<file path="src/rtl/afdp_pkg.sv">
// afdp_pkg: shared types and constants for the audio format descriptor parser
// beat payload structs, function codes, walk phases and controller states
// no dependencies
package afdp_pkg;

    localparam int MAX_RATES_DEF = 8;

    localparam logic [7:0] HDR_LEN        = 8'd8;
    localparam logic [7:0] DESC_TYPE_CS   = 8'h24;
    localparam logic [7:0] SUBTYPE_FORMAT = 8'h02;
    localparam logic [7:0] FORMAT_TYPE_I  = 8'h01;

    localparam logic [7:0] OFF_TYPE    = 8'd1;
    localparam logic [7:0] OFF_SUBTYPE = 8'd2;
    localparam logic [7:0] OFF_FORMAT  = 8'd3;
    localparam logic [7:0] OFF_CHAN    = 8'd4;
    localparam logic [7:0] OFF_SUB     = 8'd5;
    localparam logic [7:0] OFF_RES     = 8'd6;
    localparam logic [7:0] OFF_COUNT   = 8'd7;

    localparam logic [2:0] MATCH_ALL = 3'b111;

    typedef enum logic [1:0] {
        FUNC_BYTE  = 2'd0,
        FUNC_RATE  = 2'd1,
        FUNC_PSIZE = 2'd2,
        FUNC_NONE  = 2'd3
    } afdp_func_t;

    typedef enum logic [1:0] {
        PH_SEARCH,
        PH_OK,
        PH_FAIL
    } afdp_phase_t;

    typedef enum logic [3:0] {
        ST_IDLE,
        ST_FAIL,
        ST_EMIT_RD,
        ST_EMIT_OUT,
        ST_QRY_RD,
        ST_QRY_CMP,
        ST_QRY_OUT,
        ST_MUL1,
        ST_MUL2,
        ST_MUL_OUT
    } afdp_state_t;

    typedef struct packed {
        logic [1:0]  func;
        logic [7:0]  data_byte;
        logic        last_byte;
        logic [23:0] query_rate;
        logic [15:0] sample_count;
    } afdp_item_t;

    typedef struct packed {
        logic        status;
        logic [7:0]  channel_count;
        logic [7:0]  subframe_bytes;
        logic [7:0]  resolution_bits;
        logic [3:0]  rate_total;
        logic [2:0]  rate_index;
        logic [23:0] rate_hz;
        logic        rate_supported;
        logic [31:0] packet_size;
        logic        last_result;
    } afdp_result_t;

endpackage

</file>
<file path="src/rtl/audio_format_descriptor_parser_top.sv">
// audio_format_descriptor_parser_top: type I format descriptor walker with queries
// rate lists live in one two-bank memory, staging and kept banks swap on commit
// depends on afdp_pkg
//
// usage
// - item channel (item_valid/item_ready/item): func 0 carries one descriptor byte,
//   func 1 a rate support query, func 2 a packet size query, func 3 is dropped
// - result channel (result_valid/result_ready/result): one output register
// - a descriptor byte that is not the last one gives no beat
// - the last byte gives one failure beat, or one beat per kept rate, each rate
//   read from the rate memory in ST_EMIT_RD and given out in ST_EMIT_OUT
// - a rate query scans the kept rates through ST_QRY_RD and ST_QRY_CMP, then gives one beat
// - a packet size query goes through two chained multiplies, ST_MUL1 and ST_MUL2
// - one item is worked at a time; item_ready is high only while the controller
//   is idle, and a finished beat may wait in the output register meanwhile
// - with a beat held and result_ready low, the controller holds its pending beat
// - reset clears the walk, the kept format and the rate count; no memory clearing
module audio_format_descriptor_parser_top #(
    parameter int MAX_RATES = afdp_pkg::MAX_RATES_DEF
) (
    input  logic                  clk,
    input  logic                  rst_n,
    input  logic                  item_valid,
    output logic                  item_ready,
    input  afdp_pkg::afdp_item_t  item,
    output logic                  result_valid,
    input  logic                  result_ready,
    output afdp_pkg::afdp_result_t result
);
    import afdp_pkg::*;

    localparam int CW = $clog2(MAX_RATES + 1);
    localparam int AW = (MAX_RATES > 1) ? $clog2(MAX_RATES) : 1;
    localparam int DEPTH = 2 * (1 << AW);

    // rate memory, bank bit on top
    logic [23:0]   rate_mem [DEPTH];
    logic          wr_en;
    logic [AW:0]   wr_addr;
    logic [23:0]   wr_data;
    logic          rd_en;
    logic [AW:0]   rd_addr;
    logic [23:0]   rd_data_reg;

    always_ff @(posedge clk)
    begin
        if (wr_en)
        begin
            rate_mem[wr_addr] <= wr_data;
        end
        if (rd_en)
        begin
            rd_data_reg <= rate_mem[rd_addr];
        end
    end

    // walk state
    logic [7:0]    off_reg, off_next;
    logic [7:0]    len_reg, len_next;
    afdp_phase_t   phase_reg, phase_next, phase_walk;
    logic [2:0]    match_reg, match_next;
    logic [7:0]    stg_ch_reg, stg_ch_next;
    logic [7:0]    stg_sub_reg, stg_sub_next;
    logic [7:0]    stg_res_reg, stg_res_next;
    logic [CW-1:0] stg_cnt_reg, stg_cnt_next;
    logic [CW-1:0] ridx_reg, ridx_next;
    logic [1:0]    bpos_reg, bpos_next;
    logic [15:0]   acc_reg, acc_next;
    logic [7:0]    kept_ch_reg, kept_ch_next;
    logic [7:0]    kept_sub_reg, kept_sub_next;
    logic [7:0]    kept_res_reg, kept_res_next;
    logic [CW-1:0] kept_cnt_reg, kept_cnt_next;
    logic          bank_reg, bank_next;

    // controller state
    afdp_state_t   state_reg, state_next;
    logic [CW-1:0] cnt_reg, cnt_next;
    logic          sup_reg, sup_next;
    logic [23:0]   qrate_reg, qrate_next;
    logic [15:0]   samples_reg, samples_next;
    logic [23:0]   prod_reg, prod_next;
    logic [31:0]   psize_reg, psize_next;
    logic          result_valid_reg, result_valid_next;
    afdp_result_t  result_reg, result_next;

    logic          accept;
    logic          walk_en;
    logic          slot_free;
    logic          out_load;
    afdp_result_t  res;
    logic [CW-1:0] cnt_inc;
    logic [CW+3:0] total_wide;
    logic [CW+2:0] index_wide;

    assign accept    = item_valid && item_ready;
    assign walk_en   = accept && (item.func == FUNC_BYTE) && (phase_reg == PH_SEARCH);
    assign slot_free = !result_valid_reg || result_ready;
    assign cnt_inc   = CW'(cnt_reg + 1'b1);

    // byte walk
    always_comb
    begin
        logic [7:0] b;
        logic [2:0] m;
        logic       matching;
        logic [9:0] need_len;
        b          = item.data_byte;
        off_next   = off_reg;
        len_next   = len_reg;
        phase_walk = phase_reg;
        match_next = match_reg;
        stg_ch_next  = stg_ch_reg;
        stg_sub_next = stg_sub_reg;
        stg_res_next = stg_res_reg;
        stg_cnt_next = stg_cnt_reg;
        ridx_next    = ridx_reg;
        bpos_next    = bpos_reg;
        acc_next     = acc_reg;
        kept_ch_next  = kept_ch_reg;
        kept_sub_next = kept_sub_reg;
        kept_res_next = kept_res_reg;
        kept_cnt_next = kept_cnt_reg;
        bank_next     = bank_reg;
        wr_en   = 1'b0;
        wr_addr = {~bank_reg, ridx_reg[AW-1:0]};
        wr_data = {b, acc_reg};
        m        = match_reg;
        matching = 1'b0;
        need_len = 10'(HDR_LEN) + 10'(b) * 10'd3;

        if (walk_en)
        begin
            if (off_reg == 8'd0)
            begin
                if (b < 8'd2)
                begin
                    phase_walk = PH_FAIL;
                end
                else
                begin
                    len_next   = b;
                    match_next = 3'b000;
                    off_next   = 8'd1;
                end
            end
            else
            begin
                if (off_reg == OFF_TYPE && b == DESC_TYPE_CS)
                begin
                    m[0] = 1'b1;
                end
                if (off_reg == OFF_SUBTYPE && b == SUBTYPE_FORMAT)
                begin
                    m[1] = 1'b1;
                end
                if (off_reg == OFF_FORMAT && b == FORMAT_TYPE_I)
                begin
                    m[2] = 1'b1;
                end
                match_next = m;
                if (off_reg == OFF_CHAN)
                begin
                    stg_ch_next = b;
                end
                if (off_reg == OFF_SUB)
                begin
                    stg_sub_next = b;
                end
                if (off_reg == OFF_RES)
                begin
                    stg_res_next = b;
                end
                matching = (len_reg >= HDR_LEN) && (m == MATCH_ALL);

                if (matching && off_reg == OFF_COUNT &&
                    (b == 8'd0 || 9'(b) > 9'(MAX_RATES) || 10'(len_reg) < need_len))
                begin
                    phase_walk = PH_FAIL;
                end
                else
                begin
                    if (matching && off_reg == OFF_COUNT)
                    begin
                        stg_cnt_next = CW'(b);
                        ridx_next    = '0;
                        bpos_next    = 2'd0;
                    end
                    else if (matching && off_reg > OFF_COUNT)
                    begin
                        bpos_next = (bpos_reg == 2'd2) ? 2'd0 : 2'(bpos_reg + 1'b1);
                        if (ridx_reg < stg_cnt_reg)
                        begin
                            case (bpos_reg)
                                2'd0:
                                begin
                                    acc_next[7:0] = b;
                                end
                                2'd1:
                                begin
                                    acc_next[15:8] = b;
                                end
                                default:
                                begin
                                    wr_en     = 1'b1;
                                    ridx_next = CW'(ridx_reg + 1'b1);
                                end
                            endcase
                        end
                    end

                    if (9'(off_reg) + 9'd1 >= 9'(len_reg))
                    begin
                        if (matching)
                        begin
                            kept_ch_next  = stg_ch_next;
                            kept_sub_next = stg_sub_next;
                            kept_res_next = stg_res_next;
                            kept_cnt_next = stg_cnt_next;
                            bank_next     = ~bank_reg;
                            phase_walk    = PH_OK;
                        end
                        off_next = 8'd0;
                    end
                    else
                    begin
                        off_next = 8'(off_reg + 1'b1);
                    end
                end
            end
        end

        phase_next = phase_walk;
        if (accept && item.func == FUNC_BYTE && item.last_byte)
        begin
            off_next   = 8'd0;
            len_next   = 8'd0;
            match_next = 3'b000;
            phase_next = PH_SEARCH;
        end
    end

    // controller
    always_comb
    begin
        state_next   = state_reg;
        cnt_next     = cnt_reg;
        sup_next     = sup_reg;
        qrate_next   = qrate_reg;
        samples_next = samples_reg;
        prod_next    = prod_reg;
        psize_next   = psize_reg;
        item_ready   = (state_reg == ST_IDLE);
        rd_en        = 1'b0;
        rd_addr      = {bank_reg, cnt_reg[AW-1:0]};
        out_load     = 1'b0;
        total_wide   = {4'b0, kept_cnt_reg};
        index_wide   = {3'b0, cnt_reg};

        res.status          = 1'b0;
        res.channel_count   = kept_ch_reg;
        res.subframe_bytes  = kept_sub_reg;
        res.resolution_bits = kept_res_reg;
        res.rate_total      = total_wide[3:0];
        res.rate_index      = 3'd0;
        res.rate_hz         = 24'd0;
        res.rate_supported  = 1'b0;
        res.packet_size     = 32'd0;
        res.last_result     = 1'b1;

        case (state_reg)
            ST_IDLE:
            begin
                if (accept)
                begin
                    qrate_next   = item.query_rate;
                    samples_next = item.sample_count;
                    cnt_next     = '0;
                    sup_next     = 1'b0;
                    case (item.func)
                        FUNC_BYTE:
                        begin
                            if (item.last_byte)
                            begin
                                state_next = (phase_walk == PH_OK) ? ST_EMIT_RD : ST_FAIL;
                            end
                        end
                        FUNC_RATE:
                        begin
                            state_next = (kept_cnt_reg == '0) ? ST_QRY_OUT : ST_QRY_RD;
                        end
                        FUNC_PSIZE:
                        begin
                            state_next = ST_MUL1;
                        end
                        default:
                        begin
                            state_next = ST_IDLE;
                        end
                    endcase
                end
            end
            ST_FAIL:
            begin
                res.status = 1'b1;
                if (slot_free)
                begin
                    out_load   = 1'b1;
                    state_next = ST_IDLE;
                end
            end
            ST_EMIT_RD:
            begin
                rd_en      = 1'b1;
                state_next = ST_EMIT_OUT;
            end
            ST_EMIT_OUT:
            begin
                res.rate_index  = index_wide[2:0];
                res.rate_hz     = rd_data_reg;
                res.last_result = (cnt_inc == kept_cnt_reg);
                if (slot_free)
                begin
                    out_load   = 1'b1;
                    cnt_next   = cnt_inc;
                    state_next = (cnt_inc == kept_cnt_reg) ? ST_IDLE : ST_EMIT_RD;
                end
            end
            ST_QRY_RD:
            begin
                rd_en      = 1'b1;
                state_next = ST_QRY_CMP;
            end
            ST_QRY_CMP:
            begin
                if (rd_data_reg == qrate_reg)
                begin
                    sup_next = 1'b1;
                end
                cnt_next   = cnt_inc;
                state_next = (cnt_inc == kept_cnt_reg) ? ST_QRY_OUT : ST_QRY_RD;
            end
            ST_QRY_OUT:
            begin
                res.rate_supported = sup_reg;
                if (slot_free)
                begin
                    out_load   = 1'b1;
                    state_next = ST_IDLE;
                end
            end
            ST_MUL1:
            begin
                prod_next  = 24'(samples_reg * kept_ch_reg);
                state_next = ST_MUL2;
            end
            ST_MUL2:
            begin
                psize_next = 32'(prod_reg * kept_sub_reg);
                state_next = ST_MUL_OUT;
            end
            ST_MUL_OUT:
            begin
                res.packet_size = psize_reg;
                if (slot_free)
                begin
                    out_load   = 1'b1;
                    state_next = ST_IDLE;
                end
            end
            default:
            begin
                state_next = ST_IDLE;
            end
        endcase

        result_next       = out_load ? res : result_reg;
        result_valid_next = out_load ? 1'b1 : (result_ready ? 1'b0 : result_valid_reg);
    end

    always_ff @(posedge clk or negedge rst_n)
    begin
        if (!rst_n)
        begin
            off_reg          <= 8'd0;
            len_reg          <= 8'd0;
            phase_reg        <= PH_SEARCH;
            match_reg        <= 3'b000;
            kept_ch_reg      <= 8'd0;
            kept_sub_reg     <= 8'd0;
            kept_res_reg     <= 8'd0;
            kept_cnt_reg     <= '0;
            bank_reg         <= 1'b0;
            state_reg        <= ST_IDLE;
            cnt_reg          <= '0;
            sup_reg          <= 1'b0;
            result_valid_reg <= 1'b0;
        end
        else
        begin
            off_reg          <= off_next;
            len_reg          <= len_next;
            phase_reg        <= phase_next;
            match_reg        <= match_next;
            kept_ch_reg      <= kept_ch_next;
            kept_sub_reg     <= kept_sub_next;
            kept_res_reg     <= kept_res_next;
            kept_cnt_reg     <= kept_cnt_next;
            bank_reg         <= bank_next;
            state_reg        <= state_next;
            cnt_reg          <= cnt_next;
            sup_reg          <= sup_next;
            result_valid_reg <= result_valid_next;
        end
    end

    always_ff @(posedge clk)
    begin
        stg_ch_reg  <= stg_ch_next;
        stg_sub_reg <= stg_sub_next;
        stg_res_reg <= stg_res_next;
        stg_cnt_reg <= stg_cnt_next;
        ridx_reg    <= ridx_next;
        bpos_reg    <= bpos_next;
        acc_reg     <= acc_next;
        qrate_reg   <= qrate_next;
        samples_reg <= samples_next;
        prod_reg    <= prod_next;
        psize_reg   <= psize_next;
        result_reg  <= result_next;
    end

    assign result_valid = result_valid_reg;
    assign result       = result_reg;

    // checks
    a_kept_cnt_bound: assert property (@(posedge clk) disable iff (!rst_n)
        32'(kept_cnt_reg) <= MAX_RATES)
        else $error("kept rate count above limit");

    a_emit_in_range: assert property (@(posedge clk) disable iff (!rst_n)
        (state_reg == ST_EMIT_RD || state_reg == ST_EMIT_OUT) |-> cnt_reg < kept_cnt_reg)
        else $error("rate emit index past kept count");

    a_fail_is_last: assert property (@(posedge clk) disable iff (!rst_n)
        (result_valid && result.status) |-> result.last_result)
        else $error("failure beat not marked last");

    a_walk_restart: assert property (@(posedge clk) disable iff (!rst_n)
        (accept && item.func == FUNC_BYTE && item.last_byte)
        |=> (off_reg == 8'd0 && phase_reg == PH_SEARCH))
        else $error("walk not restarted after last byte");

endmodule
</file>
<file path="config.mk">
export PLATFORM = sky130hd
export DESIGN_NAME = audio_format_descriptor_parser_top
export DESIGN_NICKNAME = d
export VERILOG_FILES = /design/src/rtl/afdp_pkg.sv /design/src/rtl/audio_format_descriptor_parser_top.sv
export SDC_FILE = /design/constraint.sdc
export NUM_CORES = 1
export LEC_CHECK = 0
export BUFFER_PORTS_ARGS = -buffer_cell sky130_fd_sc_hd__buf_2
export CAP_MARGIN = 20
export CORE_ASPECT_RATIO = 1.25
export CORE_MARGIN = 2
export CORE_UTILIZATION = 60
export CTS_BUF_LIST = sky130_fd_sc_hd__clkbuf_16
export CTS_CLUSTER_DIAMETER = 200
export DETAILED_ROUTE_END_ITERATION = 10
export PLACE_DENSITY = 0.78
export SLEW_MARGIN = 25
export SYNTH_ARGS = -nofsm -noshare
export SYNTH_HDL_FRONTEND = slang
export SYNTH_SLANG_ARGS = --single-unit
</file>
<file path="constraint.sdc">
create_clock -name clk -period 6.7 [get_ports clk]
set_input_delay 1.005 -clock clk [delete_from_list [all_inputs] [get_ports clk]]
set_output_delay 1.005 -clock clk [all_outputs]
set_load 0.03 [all_outputs]
</file>
==> run summary <==
floorplan core area -> 61800 sq um
final-stage net count -> 3154
Mapped Cells -> 2550
Slew Limit Fails -> 0
drt drc -> 0
R2R setup slack -> 0.99 ns
Fin. Hold Viols -> 0
Ys Warns -> 0
final setup margin -> 0.992 ns
CTS H-tree depth -> 3
Mean Syn Cell Area -> 14.7 sq um
I/O pins -> 147
global route total overflow -> 0
met3 WL -> 6070 microns
max FFs per register -> 384
Yosys reg bits -> 704
Port Buf Inserts -> 146
Power Total -> 0.0109 W
Crit Path Max Fanout -> 26
number of global-route vias before repair -> 22848
DR WL met2 -> 46700 microns
Tmin final -> 5.71 ns
unrepaired setup endpoints after global routing -> false
Final Setup Violations -> 0
Unique masters post-synth -> 71
worst slack, placed -> 0.982 ns
HP Class -> register to register
Hold Path Origin -> kept_res_reg[5]
reg-to-reg endpoint -> psize_reg[31]
asr flop ratio synth -> 8.52%
DR WL/cell -> 24.8 microns
Worst-path clk slew -> 0.06 ns
largest net degree at the start of global routing -> 63
worst endpoint required time -> 7.08 ns
die area -> 64300 sq um
Max VDD drop -> 232 uV
mapped cell area -> 37400 sq um
Via density -> 6.02
Arr. time, crit path -> 6.09 ns
worst hold path depth -> 0
Rel. slew slack -> 30.6%
setup TNS -> 0 ns
CTS Hold Buffers Added -> 0
Seq/Total Area, Yosys -> 55.8%
post-CTS sizing -> 0
DRT met1 WL -> 32900 microns
Tightest Pin Transition -> 1.04 ns
pwr/cell area -> 263 nW/um^2
syn_nets -> 2978
Util after Layout -> 67.1%
overall routing resource usage -> 28.8%
max layer used -> met4
first-pass GRT wire length -> 137000 microns
worst skew pair latency -> 0.64 ns
Crit Reg-Reg Startpoint -> kept_sub_reg[2]
initial antenna violation count -> 0
endpoint class of the critical path -> register
Layout area overhead -> 10.9%
fraction of layout cells with a size suffix above 1 -> 17.2%
clk_skew -> 0.0320 ns
Site Rows -> 102
DP HPWL -> 59400 microns
fmax -> 175 MHz
Post-CTS Setup Bufs -> 0
Final GP Congestion -> 0.914
WL final -> 89400 microns
crit path kind -> register to register
status -> finished clean
CTS Sinks -> 704
antenna viol nets, final -> 0
CTS Buf Count -> 68
Synth Flop Type -> edfxtp_1
CP startpoint kind -> register
Die Y -> 283 microns
DR iter-0 viols -> 1895
Post-synth EDFFs -> 644
WHS Endpoint -> result[70]
period utilization -> 85.2%
Clock Tree Buf Depth -> 3
Max-cap violations -> 0
die width -> 227 microns
R2R depth -> 15
CTS tree -> yes
vias -> 21735
TritonRoute pass-1 iters -> 5
initial core utilization -> 60.5%
Leak -> 15.9 nW
Clock Tree Root -> clkbuf_16
# diodes -> 0
[critical path, cell delays in order, from the launching register on]
cell and delay (ns):
dfrtp_1 0.89, nand2_1 0.18, fa_1 0.49, fa_1 0.52, fa_1 0.55, inv_1 0.06, fa_1 0.48, ha_1 0.40
a211oi_1 0.26, nor2_1 0.10, o31ai_1 0.54, nand2_1 0.13, a221o_1 0.37, a31o_2 0.24, a21oi_1 0.17, xnor2_1 0.08
[report_power, final]
part	internal [W]	switching [W]	leakage, nW	total (W)
logic	0.000755	0.000976	8.13	0.00173
registers	0.00504	0.000271	6.63	0.00531
clock network	0.00214	0.00172	1.10	0.00386
[worst max path at each step]
| stage | from | to | slack (ns) | cells after the start |
|---|---|---|---|---|
| floorplan | result_ready | result[0] | 1.32 | 2 |
| global placement | kept_sub_reg[6] | psize_reg[31] | 1.08 | 16 |
| detailed placement | item[42] | kept_sub_reg[4] | 0.98 | 14 |
| CTS | kept_sub_reg[2] | psize_reg[31] | 1.01 | 15 |
| global route | kept_sub_reg[2] | psize_reg[31] | 0.71 | 15 |
| finish | kept_sub_reg[2] | psize_reg[31] | 0.99 | 15 |
[through the flow]
step                      hold slack, ns  std cells  cell area [sq um]
after global placement             0.448       3488              39200
after CTS                          0.457       3611              41500
after global routing               0.472       3611              41500
after detailed placement           0.440       3488              39200
final                              0.458       3611              41500
after floorplan                    0.423       2550              37400
[cell families after synthesis]
family,after synthesis,synth area share [%]
xor gates and xnor gates,84,2.05
buffers and inverters,344,3.54
DFF,704,55.8
and+or+nand+nor,655,9.00
muxes,165,8.83
AOI/OAI and AO/OA,224,3.93
adders and majority gates,374,16.9
[Yosys cell counts, types with 3 or more instances]
library cell | number | share of area [%]
mux2i_1 | 13 | 0.35
a21o_1 | 25 | 0.50
edfxtp_1 | 644 | 52
o32ai_1 | 6 | 0.14
buf_6 | 3 | 0.090
o21a_1 | 9 | 0.18
a41oi_1 | 3 | 0.070
a2111oi_0 | 4 | 0.094
or3_1 | 5 | 0.084
mux2_2 | 4 | 0.12
o31ai_1 | 6 | 0.12
buf_2 | 5 | 0.067
nor3_1 | 21 | 0.28
nor2b_1 | 4 | 0.067
nand2b_1 | 21 | 0.35
mux4_2 | 120 | 7.2
fa_1 | 217 | 12
dfrtp_1 | 60 | 4.0
nand3_1 | 29 | 0.39
a211oi_1 | 12 | 0.24
mux2_4 | 28 | 1.1
o21ai_0 | 60 | 0.80
nand4_1 | 9 | 0.15
a31oi_1 | 6 | 0.10
nand2_1 | 232 | 2.3
o211ai_1 | 6 | 0.12
xor2_1 | 25 | 0.59
buf_1 | 7 | 0.070
o21bai_1 | 10 | 0.20
and2_1 | 231 | 3.9
nor4_2 | 3 | 0.10
nor3b_1 | 3 | 0.060
and3_1 | 10 | 0.17
xnor2_1 | 57 | 1.3
nor2_1 | 71 | 0.71
a21oi_1 | 52 | 0.70
clkbuf_1 | 63 | 0.63
inv_1 | 265 | 2.7
a2bb2oi_1 | 3 | 0.070
ha_1 | 156 | 5.2
nor4_1 | 6 | 0.10
[per-layer routing]
metal  up-vias  GRT usage [%]
met4         0           11.7
li1       9383              -
met5         -              0
met2      1019           49.9
met1     11132           36.4
met3       201           4.27
[layout by cell type (no fill, tap or decap), types with 5 or more instances in the layout]
cell / Yosys / final
edfxtp_1: 644 / 644
inv_1: 265 / 275
nand2_1: 232 / 232
and2_1: 231 / 229
fa_1: 217 / 217
ha_1: 156 / 156
buf_2: 5 / 146
mux4_2: 120 / 120
clkbuf_16: 0 / 69
o21ai_0: 60 / 60
nor2_1: 71 / 57
xnor2_1: 57 / 57
dfrtp_1: 60 / 57
a21oi_1: 52 / 52
buf_4: 1 / 35
nand3_1: 29 / 29
mux2_4: 28 / 28
xor2_1: 25 / 25
a21o_1: 25 / 25
nand2b_1: 21 / 21
nor3_1: 21 / 15
clkinv_1: 0 / 15
nor2_2: 0 / 13
mux2i_1: 13 / 13
a211oi_1: 12 / 12
o21bai_1: 10 / 10
and3_1: 10 / 10
nand4_1: 9 / 9
o21a_1: 9 / 9
clkinvlp_4: 0 / 8
o211ai_1: 6 / 6
o32ai_1: 6 / 6
nor3_2: 0 / 6
o31ai_1: 6 / 6
a31oi_1: 6 / 6
nor4_1: 6 / 6
clkinv_2: 0 / 6
bufinv_16: 0 / 6
or3_1: 5 / 5
[cell type report]
| cell class | count | area (sq um) |
|---|---|---|
| clock inverter | 54 | 497 |
| timing repair buffer | 185 | 1070 |
| fill | 4171 | 20300 |
| inverter | 265 | 995 |
| multi-input combinational | 1502 | 15300 |
| tap | 832 | 1040 |
| clock buffer | 69 | 1730 |
| sequential | 704 | 20800 |
Note: power is estimated with default switching activity, not from simulation.
